==> config.mk <==
export PLATFORM = sky130hd
export DESIGN_NAME = lease_lock_table
export DESIGN_NICKNAME = d
export VERILOG_FILES = /design/src/rtl/llt_pkg.sv /design/src/rtl/lease_lock_table.sv /design/src/rtl/llt_mem.sv /design/src/rtl/llt_ctrl.sv
export SDC_FILE = /design/constraint.sdc
export NUM_CORES = 1
export LEC_CHECK = 0
export BUFFER_PORTS_ARGS = -buffer_cell sky130_fd_sc_hd__clkbuf_2
export CELL_PAD_IN_SITES_DETAIL_PLACEMENT = 2
export CELL_PAD_IN_SITES_GLOBAL_PLACEMENT = 2
export CORE_ASPECT_RATIO = 0.5
export CORE_MARGIN = 1.5
export CORE_UTILIZATION = 44
export CTS_BUF_LIST = sky130_fd_sc_hd__clkbuf_8
export CTS_CLUSTER_DIAMETER = 80
export CTS_CLUSTER_SIZE = 16
export DETAILED_ROUTE_END_ITERATION = 10
export PLACE_DENSITY = 0.93
export SLEW_MARGIN = 20
export SYNTH_ARGS = -nofsm -noshare
export SYNTH_HDL_FRONTEND = slang
export SYNTH_SLANG_ARGS = --single-unit
export TNS_END_PERCENT = 50
==> constraint.sdc <==
create_clock -name clk -period 10 [get_ports clk]
set_clock_uncertainty 0.1 [all_clocks]
set_input_delay 1.5 -clock clk [delete_from_list [all_inputs] [get_ports clk]]
set_output_delay 1.5 -clock clk [all_outputs]
set_load 0.1 [all_outputs]
==> src/rtl/llt_pkg.sv <==
// Lease lock table: shared types, codes and sizing constants.
// Used by llt_mem, llt_ctrl and lease_lock_table. No dependencies.
`timescale 1ns / 1ps
`default_nettype none

package llt_pkg;

	localparam int unsigned NUM_LOCKS = 4;  // 1 .. 256
	localparam int unsigned IDX_W     = (NUM_LOCKS > 1) ? $clog2(NUM_LOCKS) : 1;
	localparam int unsigned LIDX_W    = 8;
	localparam int unsigned ID_W      = 32;
	localparam int unsigned TIME_W    = 32;

	localparam logic [LIDX_W:0] NUM_LOCKS_L = (LIDX_W + 1)'(NUM_LOCKS);

	typedef logic [IDX_W-1:0] idx_t;

	localparam idx_t LAST_IDX = idx_t'(NUM_LOCKS - 1);

	typedef enum logic [1:0] {
		KIND_ACQUIRE     = 2'd0,
		KIND_RELEASE     = 2'd1,
		KIND_RELEASE_ALL = 2'd2,
		KIND_NEW_INST    = 2'd3
	} kind_t;

	typedef enum logic [1:0] {
		ST_OK        = 2'd0,
		ST_BAD_ARG   = 2'd1,
		ST_SELF_HELD = 2'd2,
		ST_HELD      = 2'd3
	} status_t;

	typedef enum logic [1:0] {
		S_IDLE,
		S_EXEC,
		S_SWEEP
	} state_t;

	// one table entry; the held flag lives in flops next to the controller
	typedef struct packed {
		logic [ID_W-1:0]   owner;
		logic [TIME_W-1:0] expiry;
	} entry_t;

	typedef struct packed {
		logic   rd_en;
		idx_t   rd_addr;
		logic   wr_en;
		idx_t   wr_addr;
		entry_t wr_data;
	} mem_req_t;

endpackage

`default_nettype wire

==> src/rtl/lease_lock_table.sv <==
// Lease lock table top level: ties the command sequencer to the entry memory.
// Depends on llt_pkg, llt_mem and llt_ctrl.
//
//  channel  | handshake              | payload
//  ---------+------------------------+-----------------------------------------------
//  command  | start in, busy out     | kind, owner_id, lock_index, lease_time, now_seconds
//  result   | done out (one cycle)   | status, granted_index, new_instance
//
// Release by index, new instance and out-of-range acquire finish without leaving idle:
// done rises in the cycle after the accept and busy stays low.
// Acquire reads the entry memory on accept (read data is registered), then does
// the check and write-back in the execute state; busy is high during execute.
// Release-all makes one memory read per entry.
// Reset clears the held flags, so no memory clearing pass is needed.
// The receiver cannot stall: each result word is shown for one cycle only.
`timescale 1ns / 1ps
`default_nettype none

module lease_lock_table (
	input  wire                         clk,
	input  wire                         arst_n,
	input  wire                         start,
	output logic                        busy,
	input  wire  [1:0]                  kind,
	input  wire  [llt_pkg::ID_W-1:0]    owner_id,
	input  wire  [llt_pkg::LIDX_W-1:0]  lock_index,
	input  wire  [llt_pkg::TIME_W-1:0]  lease_time,
	input  wire  [llt_pkg::TIME_W-1:0]  now_seconds,
	output logic                        done,
	output logic [1:0]                  status,
	output logic [llt_pkg::LIDX_W-1:0]  granted_index,
	output logic [llt_pkg::ID_W-1:0]    new_instance
);

	llt_pkg::mem_req_t mem_req;
	llt_pkg::entry_t   rd_data;

	llt_ctrl u_ctrl (
		.clk           (clk),
		.arst_n        (arst_n),
		.start         (start),
		.busy          (busy),
		.kind          (kind),
		.owner_id      (owner_id),
		.lock_index    (lock_index),
		.lease_time    (lease_time),
		.now_seconds   (now_seconds),
		.done          (done),
		.status        (status),
		.granted_index (granted_index),
		.new_instance  (new_instance),
		.mem_req       (mem_req),
		.rd_data       (rd_data)
	);

	llt_mem u_mem (
		.clk     (clk),
		.req     (mem_req),
		.rd_data (rd_data)
	);

endmodule

`default_nettype wire

==> src/rtl/llt_mem.sv <==
// Lease lock table: owner/expiry storage, one write and one read port,
// read data registered. Depends on llt_pkg.
`timescale 1ns / 1ps
`default_nettype none

module llt_mem (
	input  wire                    clk,
	input  wire llt_pkg::mem_req_t req,
	output llt_pkg::entry_t        rd_data
);

	llt_pkg::entry_t mem [llt_pkg::NUM_LOCKS];

	always_ff @(posedge clk) begin
		if (req.wr_en) begin
			mem[req.wr_addr] <= req.wr_data;
		end
		if (req.rd_en) begin
			rd_data <= mem[req.rd_addr];
		end
	end

endmodule

`default_nettype wire

==> src/rtl/llt_ctrl.sv <==
// Lease lock table: command sequencer, held flags, instance counter and
// result registers. Depends on llt_pkg; drives llt_mem through mem_req_t.
`timescale 1ns / 1ps
`default_nettype none

module llt_ctrl (
	input  wire                          clk,
	input  wire                          arst_n,
	input  wire                          start,
	output logic                         busy,
	input  wire  [1:0]                   kind,
	input  wire  [llt_pkg::ID_W-1:0]     owner_id,
	input  wire  [llt_pkg::LIDX_W-1:0]   lock_index,
	input  wire  [llt_pkg::TIME_W-1:0]   lease_time,
	input  wire  [llt_pkg::TIME_W-1:0]   now_seconds,
	output logic                         done,
	output logic [1:0]                   status,
	output logic [llt_pkg::LIDX_W-1:0]   granted_index,
	output logic [llt_pkg::ID_W-1:0]     new_instance,
	output llt_pkg::mem_req_t            mem_req,
	input  wire  llt_pkg::entry_t        rd_data
);

	llt_pkg::state_t state_q, state_d;
	logic [llt_pkg::NUM_LOCKS-1:0] held_q, held_d;
	logic [llt_pkg::ID_W-1:0]      inst_cnt_q, inst_cnt_d;
	llt_pkg::idx_t                 ptr_q, ptr_d;

	// request word latched on accept
	logic [llt_pkg::ID_W-1:0]   owner_q;
	llt_pkg::idx_t              idx_q;
	logic [llt_pkg::TIME_W-1:0] lease_q;
	logic [llt_pkg::TIME_W-1:0] now_q;

	logic                       done_q, res_vld_d;
	llt_pkg::status_t           status_q, status_d;
	logic [llt_pkg::LIDX_W-1:0] granted_q, granted_d;
	logic [llt_pkg::ID_W-1:0]   inst_q, inst_d;

	logic            accept;
	logic            in_range;
	llt_pkg::kind_t  kind_in;
	llt_pkg::idx_t   lidx;
	logic            live;

	assign busy     = (state_q != llt_pkg::S_IDLE);
	assign accept   = start && !busy;
	assign kind_in  = llt_pkg::kind_t'(kind);
	assign in_range = ({1'b0, lock_index} < llt_pkg::NUM_LOCKS_L);
	assign lidx     = lock_index[llt_pkg::IDX_W-1:0];
	// held and unexpired; rd_data holds the entry read on accept
	assign live     = held_q[idx_q] && (rd_data.expiry > now_q);

	always_comb begin
		state_d = state_q;
		case (state_q)
			llt_pkg::S_IDLE: begin
				if (accept) begin
					if (kind_in == llt_pkg::KIND_ACQUIRE && in_range) begin
						state_d = llt_pkg::S_EXEC;
					end else if (kind_in == llt_pkg::KIND_RELEASE_ALL) begin
						state_d = llt_pkg::S_SWEEP;
					end
				end
			end
			llt_pkg::S_EXEC: begin
				state_d = llt_pkg::S_IDLE;
			end
			llt_pkg::S_SWEEP: begin
				if (ptr_q == llt_pkg::LAST_IDX) begin
					state_d = llt_pkg::S_IDLE;
				end
			end
			default: begin
				state_d = llt_pkg::S_IDLE;
			end
		endcase
	end

	always_comb begin
		mem_req    = '0;
		held_d     = held_q;
		inst_cnt_d = inst_cnt_q;
		ptr_d      = ptr_q;
		res_vld_d  = 1'b0;
		status_d   = llt_pkg::ST_OK;
		granted_d  = '0;
		inst_d     = '0;
		case (state_q)
			llt_pkg::S_IDLE: begin
				if (accept) begin
					case (kind_in)
						llt_pkg::KIND_ACQUIRE: begin
							if (in_range) begin
								mem_req.rd_en   = 1'b1;
								mem_req.rd_addr = lidx;
							end else begin
								res_vld_d = 1'b1;
								status_d  = llt_pkg::ST_BAD_ARG;
							end
						end
						llt_pkg::KIND_RELEASE: begin
							res_vld_d = 1'b1;
							if (in_range) begin
								held_d[lidx] = 1'b0;
							end else begin
								status_d = llt_pkg::ST_BAD_ARG;
							end
						end
						llt_pkg::KIND_RELEASE_ALL: begin
							mem_req.rd_en   = 1'b1;
							mem_req.rd_addr = '0;
							ptr_d           = '0;
						end
						llt_pkg::KIND_NEW_INST: begin
							res_vld_d  = 1'b1;
							inst_cnt_d = inst_cnt_q + 1'b1;
							inst_d     = inst_cnt_q + 1'b1;
						end
						default: begin
							res_vld_d = 1'b0;
						end
					endcase
				end
			end
			llt_pkg::S_EXEC: begin
				res_vld_d = 1'b1;
				if (live) begin
					status_d = (rd_data.owner == owner_q) ? llt_pkg::ST_SELF_HELD
						: llt_pkg::ST_HELD;
				end else begin
					mem_req.wr_en          = 1'b1;
					mem_req.wr_addr        = idx_q;
					mem_req.wr_data.owner  = owner_q;
					mem_req.wr_data.expiry = now_q + lease_q;
					held_d[idx_q]          = 1'b1;
					granted_d              = llt_pkg::LIDX_W'(idx_q);
				end
			end
			llt_pkg::S_SWEEP: begin
				// entry ptr_q is on rd_data; fetch the next one behind it
				if (held_q[ptr_q] && rd_data.owner == owner_q) begin
					held_d[ptr_q] = 1'b0;
				end
				ptr_d = ptr_q + 1'b1;
				if (ptr_q == llt_pkg::LAST_IDX) begin
					res_vld_d = 1'b1;
				end else begin
					mem_req.rd_en   = 1'b1;
					mem_req.rd_addr = ptr_q + 1'b1;
				end
			end
			default: begin
				res_vld_d = 1'b0;
			end
		endcase
	end

	always_ff @(posedge clk or negedge arst_n) begin
		if (!arst_n) begin
			state_q    <= llt_pkg::S_IDLE;
			held_q     <= '0;
			inst_cnt_q <= '0;
			ptr_q      <= '0;
			done_q     <= 1'b0;
		end else begin
			state_q    <= state_d;
			held_q     <= held_d;
			inst_cnt_q <= inst_cnt_d;
			ptr_q      <= ptr_d;
			done_q     <= res_vld_d;
		end
	end

	always_ff @(posedge clk) begin
		if (accept) begin
			owner_q <= owner_id;
			idx_q   <= lidx;
			lease_q <= lease_time;
			now_q   <= now_seconds;
		end
		status_q  <= status_d;
		granted_q <= granted_d;
		inst_q    <= inst_d;
	end

	assign done          = done_q;
	assign status        = status_q;
	assign granted_index = granted_q;
	assign new_instance  = inst_q;

	a_exec_one_cycle: assert property (@(posedge clk) disable iff (!arst_n)
		state_q == llt_pkg::S_EXEC |=> state_q != llt_pkg::S_EXEC)
		else $error("acquire stayed in execute for more than one cycle");

	a_grant_sets_held: assert property (@(posedge clk) disable iff (!arst_n)
		(state_q == llt_pkg::S_EXEC && !live) |=> held_q[$past(idx_q)])
		else $error("granted lock not marked held");

	a_refusal_no_grant: assert property (@(posedge clk) disable iff (!arst_n)
		(done_q && status_q != llt_pkg::ST_OK) |-> (granted_q == '0 && inst_q == '0))
		else $error("refused word carries a grant or instance");

	a_done_after_work: assert property (@(posedge clk) disable iff (!arst_n)
		(state_q == llt_pkg::S_EXEC) |=> done_q)
		else $error("acquire finished without a result strobe");

	a_no_write_outside_exec: assert property (@(posedge clk) disable iff (!arst_n)
		mem_req.wr_en |-> state_q == llt_pkg::S_EXEC)
		else $error("table write outside acquire execute");

endmodule

`default_nettype wire
### Yosys cells after proc, flatten, opt, wreduce, memory -nomap -nowiden

Memory sizes are Yosys's and may differ from the RTL's. A register that Yosys moved wholly into a read port is not among the register bits.
Cells that the tools add are included.

* RAM bits: 256
* output and inout bits: 44
* register bits: 181
* input bits: 109
* memories kept: 1

* reductions and logical operators: 20
* $lt $le $gt $ge: 8
* eq/ne operators: 15
* add/subtract/negate cells: 3
* multiplexer cells: 44
* bitwise logic cells: 6

Memory list
* u_mem.mem: words 4, bits a word 64, read ports 1, clocked after Yosys merged registers in 1, write ports 1, RTL line llt_mem.sv:12 `llt_pkg::entry_t mem [llt_pkg::NUM_LOCKS];`

Operator list (count)
* two-way mux 67 bit: 2
* adder 32 x 1 -> 32 bit, second input constant: 1
* adder 32 bit: 1
* == test 32 bit: 1
* greater-than comparator 32 bit: 1
* two-way mux 4 bit: 5
* two-way mux 2 bit: 8
* two-way mux 1 bit: 13
* case mux 2 bit (2 select lines): 3
* case mux 3 bit (2 select lines): 2
* case mux 4 bit (3 select lines): 1
* != test 2 x 1 -> 1 bit, second input constant: 5
* < comparator 2 x 3 -> 1 bit, second input constant: 3
* two-way mux 3 bit: 3
* AND reduction 3 bit: 3
* AND 4 bit: 2
* == test 2 bit, second input constant: 4
* < comparator 8 x 3 -> 1 bit, second input constant: 1
* NOT 4 bit: 2
* logical AND 1 bit: 7
* demux 1 bit (select 2 bit): 3
* >= comparator 2 x 1 -> 1 bit, second input constant: 3
* AND reduction 6 bit: 1
* OR reduction 2 bit: 3
* 13 further kinds: 18

### Logic depth before layout (Yosys ltp)

Gate-level depths: netlist (run 1).

* depth after elaboration: 10
* mapped depth: 11
* gate-level depth less buffers: 10

### Hierarchy

From an unflattened synthesis (run 1), not the netlist that was laid out.

* cell total of the unflattened synthesis: 1310
* area, all modules: 20788.7 sq um

By module, submodules not included
* llt_mem: area an instance 11263.3 sq um, sequential area each 9609.2 sq um, instances 1, cells each 402
* llt_ctrl: area an instance 9525.4 sq um, sequential area each 4689.5 sq um, instances 1, cells each 908

### Least setup slack after synthesis (run 1)

No wires, ideal clock.

* path kind: reg2reg
* start: reg u_ctrl.now_q[25] (netlist bit)
* end: mem u_mem.mem[1][0] (netlist bit) (enable)
* cell stages (with the launch flop): 11
* required time: 9.335 ns
* clock period less this slack: 7.196 ns
* path slack: 2.804 ns
* setup time: 0.565 ns
* arrival: 6.531 ns
* cell sequence: edfxtp_1 > inv_1 > ha_1 > nand2_1 > or4_1 > nand4b_1 > o2111ai_1 > o21ai_1 > or3_1 > buf_4 > nor3_1

* longest elaborated chain between the ends: 6

RTL lines
* from (decl): RTL line llt_ctrl.sv:33 `logic [llt_pkg::TIME_W-1:0] now_q;`
* from (signal assigned): RTL line llt_ctrl.sv:180 `now_q <= now_seconds;`
* greater-than comparator 32 bit *: RTL line llt_ctrl.sv:52 `assign live = held_q[idx_q] && (rd_data.expiry > now_q);`
* logical AND 1 bit *: RTL line llt_ctrl.sv:52
* two-way mux 67 bit *: RTL line llt_ctrl.sv:128 `if (live) begin`
* two-way mux 67 bit *: RTL line llt_ctrl.sv:89 `case (state_q)`
* two-way mux 1 bit: RTL line llt_mem.sv:15 `if (req.wr_en) begin`
* two-way mux 1 bit (implied by the code): RTL line llt_mem.sv:16 `mem[req.wr_addr] <= req.wr_data;`
* to (decl): RTL line llt_mem.sv:12

Mark *: on every way between the ends. The rest lies on a longest branch, timed or not.

### Final worst setup path (run 1)

* start: reg u_ctrl.now_q[7] (netlist bit)
* end: mem u_mem.mem[2][45] (netlist bit) (enable)

Same word-level chain as after synthesis.

==> results of run 1 <==
==> kinds of logic (layout without fill, tap and decap cells) <==
family / after synthesis / count (layout) / share of synthesized area
other: 1 / 6 / 0.0001770
muxes: 3 / 3 / 0.002599
DFF: 495 / 495 / 0.6750
AOI/OAI and AO/OA: 299 / 299 / 0.09197
adders and majority gates: 69 / 69 / 0.04111
xor gates and xnor gates: 105 / 105 / 0.04341
and+or+nand+nor: 509 / 509 / 0.1175
buffers and inverters: 135 / 278 / 0.02817
==> layout make-up <==
type	instances	share of cell area
Tap cell	638	0.03451
Inverter	55	0.009033
Clock buffer	37	0.02201
Sequential cell	495	0.6181
Clock inverter	21	0.003408
Timing Repair Buffer	165	0.03775
Multi-Input combinational cell	991	0.2752
==> critical path, cell delays in order, from the launching register on <==
cell       delay [ns]
edfxtp_1         0.43
inv_1            0.08
ha_1             0.33
nand4_1          0.21
nor4_1           1.01
nand4b_1         0.27
o2111ai_1        0.19
o21ai_1          0.25
nor3_4           0.22
nand2_1          0.28
nor2_4           0.75
buf_4            0.75
==> final timing paths <==
path,startpoint,to
min,u_ctrl.inst_cnt_q[6]$_DFFE_PN0P_,u_ctrl.inst_cnt_q[6]$_DFFE_PN0P_
max reg2reg,u_ctrl.now_q[7]$_DFFE_PP_,u_mem.mem[2][45]$_DFFE_PP_
min in group asynchronous,arst_n,u_ctrl.inst_cnt_q[18]$_DFFE_PN0P_
max,u_ctrl.now_q[7]$_DFFE_PP_,u_mem.mem[2][45]$_DFFE_PP_
max in group asynchronous,arst_n,u_ctrl.inst_cnt_q[9]$_DFFE_PN0P_
min reg2reg,u_ctrl.inst_cnt_q[6]$_DFFE_PN0P_,u_ctrl.inst_cnt_q[6]$_DFFE_PN0P_
==> per-stage QoR <==
stage | instance area, µm² | hold WS [ns] | utilization | worst slack [ns]
6_report | 23130 | 0.4343 | 0.4906 | 4.644
5_1_grt | 23130 | 0.4661 | 0.4906 | 4.691
4_1_cts | 23130 | 0.4375 | 0.4906 | 4.869
3_5_place_dp | 22540 | 0.4109 | 0.4781 | 4.784
3_3_place_gp | 22540 | 0.3819 | 0.4781 | 5.283
2_1_floorplan | 21200 | 0.3667 | - | 2.804
==> layout by cell type (no fill, tap or decap), types with 8 or more instances in the layout <==
cell type,Yosys,routed
clkbuf_2,3,146
edfxtp_1,418,418
a21oi_1,55,55
nor4_1,11,11
buf_4,9,19
a211oi_1,72,72
nor3_1,21,19
ha_1,68,68
and3_1,8,8
nor2_1,100,97
and2_1,101,101
nand4_1,17,17
a21o_1,17,17
o21ai_0,39,39
nand2_1,189,189
clkbuf_8,1,37
dfxtp_1,36,36
xor2_1,59,59
xnor2_1,46,46
a31oi_1,71,71
nand3_1,23,23
dfrtp_1,41,41
inv_1,55,75
==> power breakdown <==
part           leakage [nW]  internal (mW)  switching [mW]
Clock                 0.378          0.347           0.711
Combinational          3.69          0.570            1.37
Sequential             4.23           2.56           0.205
==> registers in the layout, indices dropped and copies added, names as in the netlist <==
name                  cells
u_ctrl.new_instance      32
u_ctrl.inst_cnt_q        32
u_ctrl.owner_q           32
u_ctrl.idx_q              2
u_mem.rd_data            64
u_ctrl.done               1
u_ctrl.lease_q           32
u_ctrl.granted_index      2
u_mem.mem               256
u_ctrl.ptr_q              2
u_ctrl.now_q             32
u_ctrl.state_q            2
u_ctrl.held_q             4
u_ctrl.status             2
==> per-layer routing <==
layer	wire, µm	up-vias	share of wire	GRT usage
met5	0	-	0	0
met4	3211	0	0.042	0.1265
met3	4721	213	0.062	0.04585
met2	37850	770	0.50	0.5382
met1	29850	7718	0.39	0.3840
li1	-	6137	-	-
==> metrics.md, run 1 <==
| Metric | Value |
|---|---|
| Register area share after synthesis | 0.6750 |
| #FFs+latches synth | between 400 and 500 |
| Max VDD drop | 0.0001387 V |
| Initial core utilization | 0.4492 |
| Die Width | 313.3 µm |
| Min-Delay Path Class | reg2reg |
| Maximum buffer depth of the clock tree | 3 |
| Root buffer cell | clkbuf_8 |
| Multi-input logic area | 0.006365 mm² |
| Outcome | complete, no violations |
| Max_slew headroom | 0.1392 |
| Final Hold Viols | 0 |
| Final worst path period share | 0.5356 |
| Max-cap viol count | 0 |
| Startpoint Class | register |
| Setup Buffers After CTS | 0 |
| Total congestion overflow | 0 |
| Synth Warn # | 0 |
| Via/cell ratio | roughly 6.2 |
| Hold path depth | 1 |
| Layout cells sized above 1 | 0.1293 |
| Top post-synthesis cells by count | 418 x edfxtp_1, 189 x nand2_1, 101 x and2_1 |
| Synth Flop Type | edfxtp_1 |
| ANT nets after route | 0 |
| Die area | 0.04955 mm² |
| GRT Resource Usage Total | 0.3069 |
| R2R Setup Slk | 4.64 ns |
| WP data required | between 10 and 15 ns |
| # DRC | 0 |
| Final setup viols | 0 |
| Cell taking the most area after synthesis | edfxtp_1 |
| Initial antenna violation count | 0 |
| DR iter-0 viols | 1736 |
| Area growth syn-to-layout | 9.203% |
| Worst skew pair latency | 0.61 ns |
| # hold bufs at CTS | 0 |
| CTS Buf Count | 36 |
| Crit path capture type | register |
| Fmax | 186.7 MHz |
| Io pins | 153 |
| Final GP Congestion | 0.8017 |
| Die H | 158.2 µm |
| Syn Std Cell Area | 0.02118 mm² |
| Synthesized area per cell | about 13 µm² |
| CTS tree | done |
| Largest cells by area after synthesis | edfxtp_1 59%, dfrtp_1 4.8%, ha_1 4.0% |
| Fin cells | roughly 2.4k |
| H-tree depth | 2 |
| DRT Pass-1 Iters | 5 |
| Wirelength, routed | between 70000 and 80000 µm |
| Reg2Reg Depth | 11 |
| Number of global-route vias before repair | 16.06k |
| Final Max Tran Viols | 0 |
| Setup TNS | 0 ns |
| RSZ-0062 raised after global routing | false |
| Mapped Cells | 1616 |
| Row count | 56 |
| Async SR Flop Fraction | 0.08283 |
| Post-CTS sizing | 0 |
| Nets | 1922 |
| Worst slew pin tran | 1.279 ns |
| Worst Setup Path Type | reg2reg |
| Post-synth EDFFs | between 400 and 500 |
| N_diodes | 0 |
| Overall power | a little under 6 mW |
| Top-area cell type share of the netlist area | 0.5926 |
| Vias | 14.84k |
| Dpl cells | roughly 2.3k |
| First-pass GRT wire length | 111600 µm |
| Sequential cell area | around 0.014 mm² |
| Fillers | 4533 |
| DP HPWL | 45780 µm |
| Crit path time final | 5.356 ns |
| Crit path max fanout | 44 |
| Cell with the most instances after synthesis | edfxtp_1 |
| PortBufs | between 100 and 150 |
| Pleak | just over 8 nW |
| Clock Sinks | 495 |
| Largest net degree at the start of global routing | 93 |
| Avg WL per Cell | 31.49 µm |
| Core area | 0.04716 mm² |
| Arrival @ worst endpoint | 5.47 ns |
| Clk slew on worst S/H paths | 0.11 ns |
| Pwr/cell area | 249.2 mW/mm² |
| Synth unique cells | 71 |
No activity file was read; power rests on OpenSTA's default activity.
==> run 2: changes to the inputs <==
ABC_AREA = 1   (was default)
CORE_UTILIZATION = 42   (was 44)
clock period = 5.45 ns   (was 10 ns; I/O delays follow)
==> run 2 against run 1 <==
  * Core utilization fell by 2.2 points
  * Clock power rose by 89%
  * Sequential share of layout area down 1.7 points
  * Sequential power increased by 90%
  * Maximum frequency grew 25%
  * Highest routed layer is now met5
  * Critical path depth increased by 1
  * Hold slack lost 0.29 ns
  * Non-clock buffer count decreased by 2
==> metrics.md, run 2 <==
| Metric | Value |
|---|---|
| DR iter-0 viols | 1723 (-0.75%) |
| Number of global-route vias before repair | 18.76k (+17%) |
| Fmax | 233.8 MHz (+25%) |
| Final Hold Viols | 0 (unchanged) |
| Slowest-stage cell, CP | nor2_1 |
| CTS Buf Count | 36 (unchanged) |
| Most flops, register | u_mem.mem |
| # DRC | 0 (unchanged) |
| Internal | 6.484 mW (+86%) |
| Fin cells | 2815 (+17%) |
| Die area | 0.05338 mm² (+7.7%) |
| Arrival @ worst endpoint | 4.54 ns (-0.93 ns) |
| Worst skew pair latency | 0.66 ns (+0.05 ns) |
| Syn Std Cell Area | 0.02181 mm² (+2.9%) |
| Largest cells by area after synthesis | edfxtp_1 58%, nand2_1 5.2%, nor2_1 5.1% |
| Vias | 17.07k (+15%) |
| DP HPWL | 54840 µm (+20%) |
| Net Sw Power | 4.972 mW (+120%) |
| Final worst path period share | 0.7846 (+0.2490) |
| CP dominant cell by count | nand2_1 |
| Die Width | 325.2 µm (+3.8%) |
| WP data required | 5.71 ns (-4.41 ns) |
| Max VDD drop | 0.0003177 V (+130%) |
| Setup TNS | 0 ns (unchanged) |
| Wirelength, routed | 88610 µm (+17%) |
| #FFs+latches synth | 495 (unchanged) |
| Setup Buffers After CTS | 0 (unchanged) |
| Commonest non-fill, non-tap cell in the layout | edfxtp_1 |
| Outcome | complete, no violations |
| Max_slew headroom | 0.2349 (+0.09567) |
| Crit path depth | 12 (+1) |
| Combinational fraction of design power | 0.368 (+0.031) |
| Clk slew on worst S/H paths | 0.13 ns (+0.02 ns) |
| GRT Resource Usage Total | 0.3323 (+0.02540) |
| Switching fraction of total power | 0.4340 (+0.03756) |
| Core area | 0.05073 mm² (+7.6%) |
| Row count | 58 (+3.6%) |
| Initial antenna violation count | 3 (+3) |
| Cell with the most instances after synthesis | edfxtp_1 |
| Overall power | 11.46 mW (+99%) |
| ANT nets after route | 0 (unchanged) |
| Synthesized area per cell | 11.09 µm² (-15%) |
| Crit path time final | 4.276 ns (-1.080 ns) |
| CTS tree | done |
| Synth Flop Type | edfxtp_1 |
| Reg2Reg Depth | 12 (+1) |
| Max-cap viol count | 0 (unchanged) |
| First-pass GRT wire length | 130200 µm (+17%) |
| Startpoint Class | register |
| Post-Place Setup Slack | 1.338 ns (-3.447 ns) |
| Post-CTS sizing | 0 (unchanged) |
| Critical path's top delay family | simple AND/OR/NAND/NOR gates |
| Cell taking the most area after synthesis | edfxtp_1 |
| PortBufs | 146 (unchanged) |
| Clock Sinks | 495 (unchanged) |
| Avg WL per Cell | 31.48 µm (about the same) |
| Root buffer cell | clkbuf_8 |
| Mapped Cells | 1967 (+22%) |
| Largest net degree at the start of global routing | 77 (-17%) |
| Max FFs per register | 256 (unchanged) |
| CP cell instances | inv_1 > ha_1 > a21oi_1 > o21ai_0 > a21oi_1 > nand2_1 > nand2_1 > nand2_1 > nand2_2 > nand2_2 > buf_4 > nor2_1 |
| Top-area cell type share of the netlist area | 0.5756 (-0.01693) |
| RSZ-0062 raised after global routing | false |
| Layout cells sized above 1 | 0.1153 (-0.01390) |
| Seq pwr share | 0.458 (-0.022) |
| Most frequent cells in the layout | 418 x edfxtp_1, 299 x nand2_1, 298 x nor2_1 |
| Worst Setup Path Type | reg2reg |
| Clock share of power | 0.174 (-0.009) |
| Synth unique cells | 52 (-27%) |
| Crit path max fanout | 45 (+2.3%) |
| Final GP Congestion | 0.8570 (+6.9%) |
| Synth Warn # | 0 (unchanged) |
| Maximum buffer depth of the clock tree | 3 (unchanged) |
| Slowest stage delay, CP | 0.57 ns (-0.44 ns) |
| Pwr/cell area | 481.8 mW/mm² (+93%) |
| Via/cell ratio | 6.063 (-1.9%) |
| Nets | 2289 (+19%) |
| Buffers and inverters on the worst path | 2 (unchanged) |
| H-tree depth | 2 (unchanged) |
| Die H | 164.1 µm (+3.8%) |
| Final Max Tran Viols | 0 (unchanged) |
| Total congestion overflow | 0 (unchanged) |
| Final setup viols | 0 (unchanged) |
| Top post-synthesis cells by count | 418 x edfxtp_1, 300 x nand2_1, 299 x nor2_1 |
| Worst slew pin tran | 1.148 ns (-0.1317 ns) |
| Async SR Flop Fraction | 0.08283 (unchanged) |
| Pleak | 8.797 nW (+6.0%) |
| Register area share after synthesis | 0.6557 (-0.01929) |
| Worst hold slack | 0.1431 ns (-0.2912 ns) |
| Crit path capture type | register |
| Post-route setup slack | 1.174 ns (-3.470 ns) |
| Io pins | 153 (unchanged) |
| Min-Delay Path Class | in2async |
| DRT Pass-1 Iters | 6 (+1) |
| Initial core utilization | 0.4299 (-0.01934) |
| Area growth syn-to-layout | 9.031% |
| Dpl cells | 2762 (+18%) |
| Post-synth EDFFs | 418 (unchanged) |
| # hold bufs at CTS | 0 (unchanged) |
| Regs by FF count | u_mem.mem x256, u_mem.rd_data x64 |
[run 2: worst paths after layout]
kind | slack (ns) | from | to
min reg2reg | 0.41 | u_ctrl.inst_cnt_q[0]$_DFFE_PN0P_ | u_ctrl.new_instance[0]$_SDFF_PN0_
min in group clk | 0.23 | lease_time[25] | u_ctrl.lease_q[25]$_DFFE_PP_
max | 1.17 | u_ctrl.now_q[15]$_DFFE_PP_ | u_mem.mem[1][18]$_DFFE_PP_
min | 0.14 | arst_n | u_ctrl.inst_cnt_q[21]$_DFFE_PN0P_
max in group asynchronous | 4.67 | arst_n | u_ctrl.held_q[2]$_DFFE_PN0P_
max reg2reg | 1.17 | u_ctrl.now_q[15]$_DFFE_PP_ | u_mem.mem[1][18]$_DFFE_PP_
[run 2: metal layers]
metal | vias to the layer above | track usage | part of all wire
met5 | - | 0 | 0.00027
met4 | 4 | 0.1468 | 0.048
met3 | 296 | 0.06920 | 0.077
met2 | 914 | 0.5857 | 0.50
met1 | 8848 | 0.3959 | 0.38
li1 | 7005 | - | -
[run 2: cell type report]
cell class | count | area [µm²]
Sequential cell | 495 | 14300
Clock buffer | 37 | 509.2
Inverter | 220 | 827.0
Clock inverter | 14 | 60.06
Timing Repair Buffer | 163 | 895.9
Multi-Input combinational cell | 1195 | 6319
Fill cell | 5168 | 26950
Tap cell | 690 | 863.3
Antenna cell | 1 | 2.502
[run 2: worst reg2reg max path, delay by kind of cell (launching register included)]
kind,cells,cell delay [ns]
DFF,1,0.48
adders and majority gates,1,0.33
and+or+nand+nor,6,1.58
buffers and inverters,2,0.80
AOI/OAI and AO/OA,3,0.72
[run 2: metrics by stage]
stage | cell area [µm²] | util
after floorplan | 21830 | -
after global placement | 23190 | 0.4572
after detailed placement | 23190 | 0.4572
after CTS | 23760 | 0.4684
after global routing | 23780 | 0.4687
final | 23780 | 0.4687
[run 2: power by group through the flow]
stage                     clock network, mW  registers [mW]  logic (mW)
after floorplan                           0            5.21        2.46
after global placement                    0            5.21        3.28
after detailed placement                  0            5.28        3.85
after CTS                              2.01            5.23        4.12
after global routing                   2.12            5.28        4.43
final                                  2.00            5.25        4.21
[run 2: kinds of logic (layout without fill, tap and decap cells)]
kind of cell | count (synthesis) | count (layout) | synth area share
AND/OR/NAND/NOR | 723 | 723 | 0.1382
flip-flops | 495 | 495 | 0.6557
AO/OA/AOI/OAI | 352 | 352 | 0.08997
buffers and inverters | 282 | 434 | 0.05795
adder cells (fa/ha/maj) | 69 | 69 | 0.03994
XOR/XNOR | 45 | 45 | 0.01807
other | 1 | 7 | 0.0001720
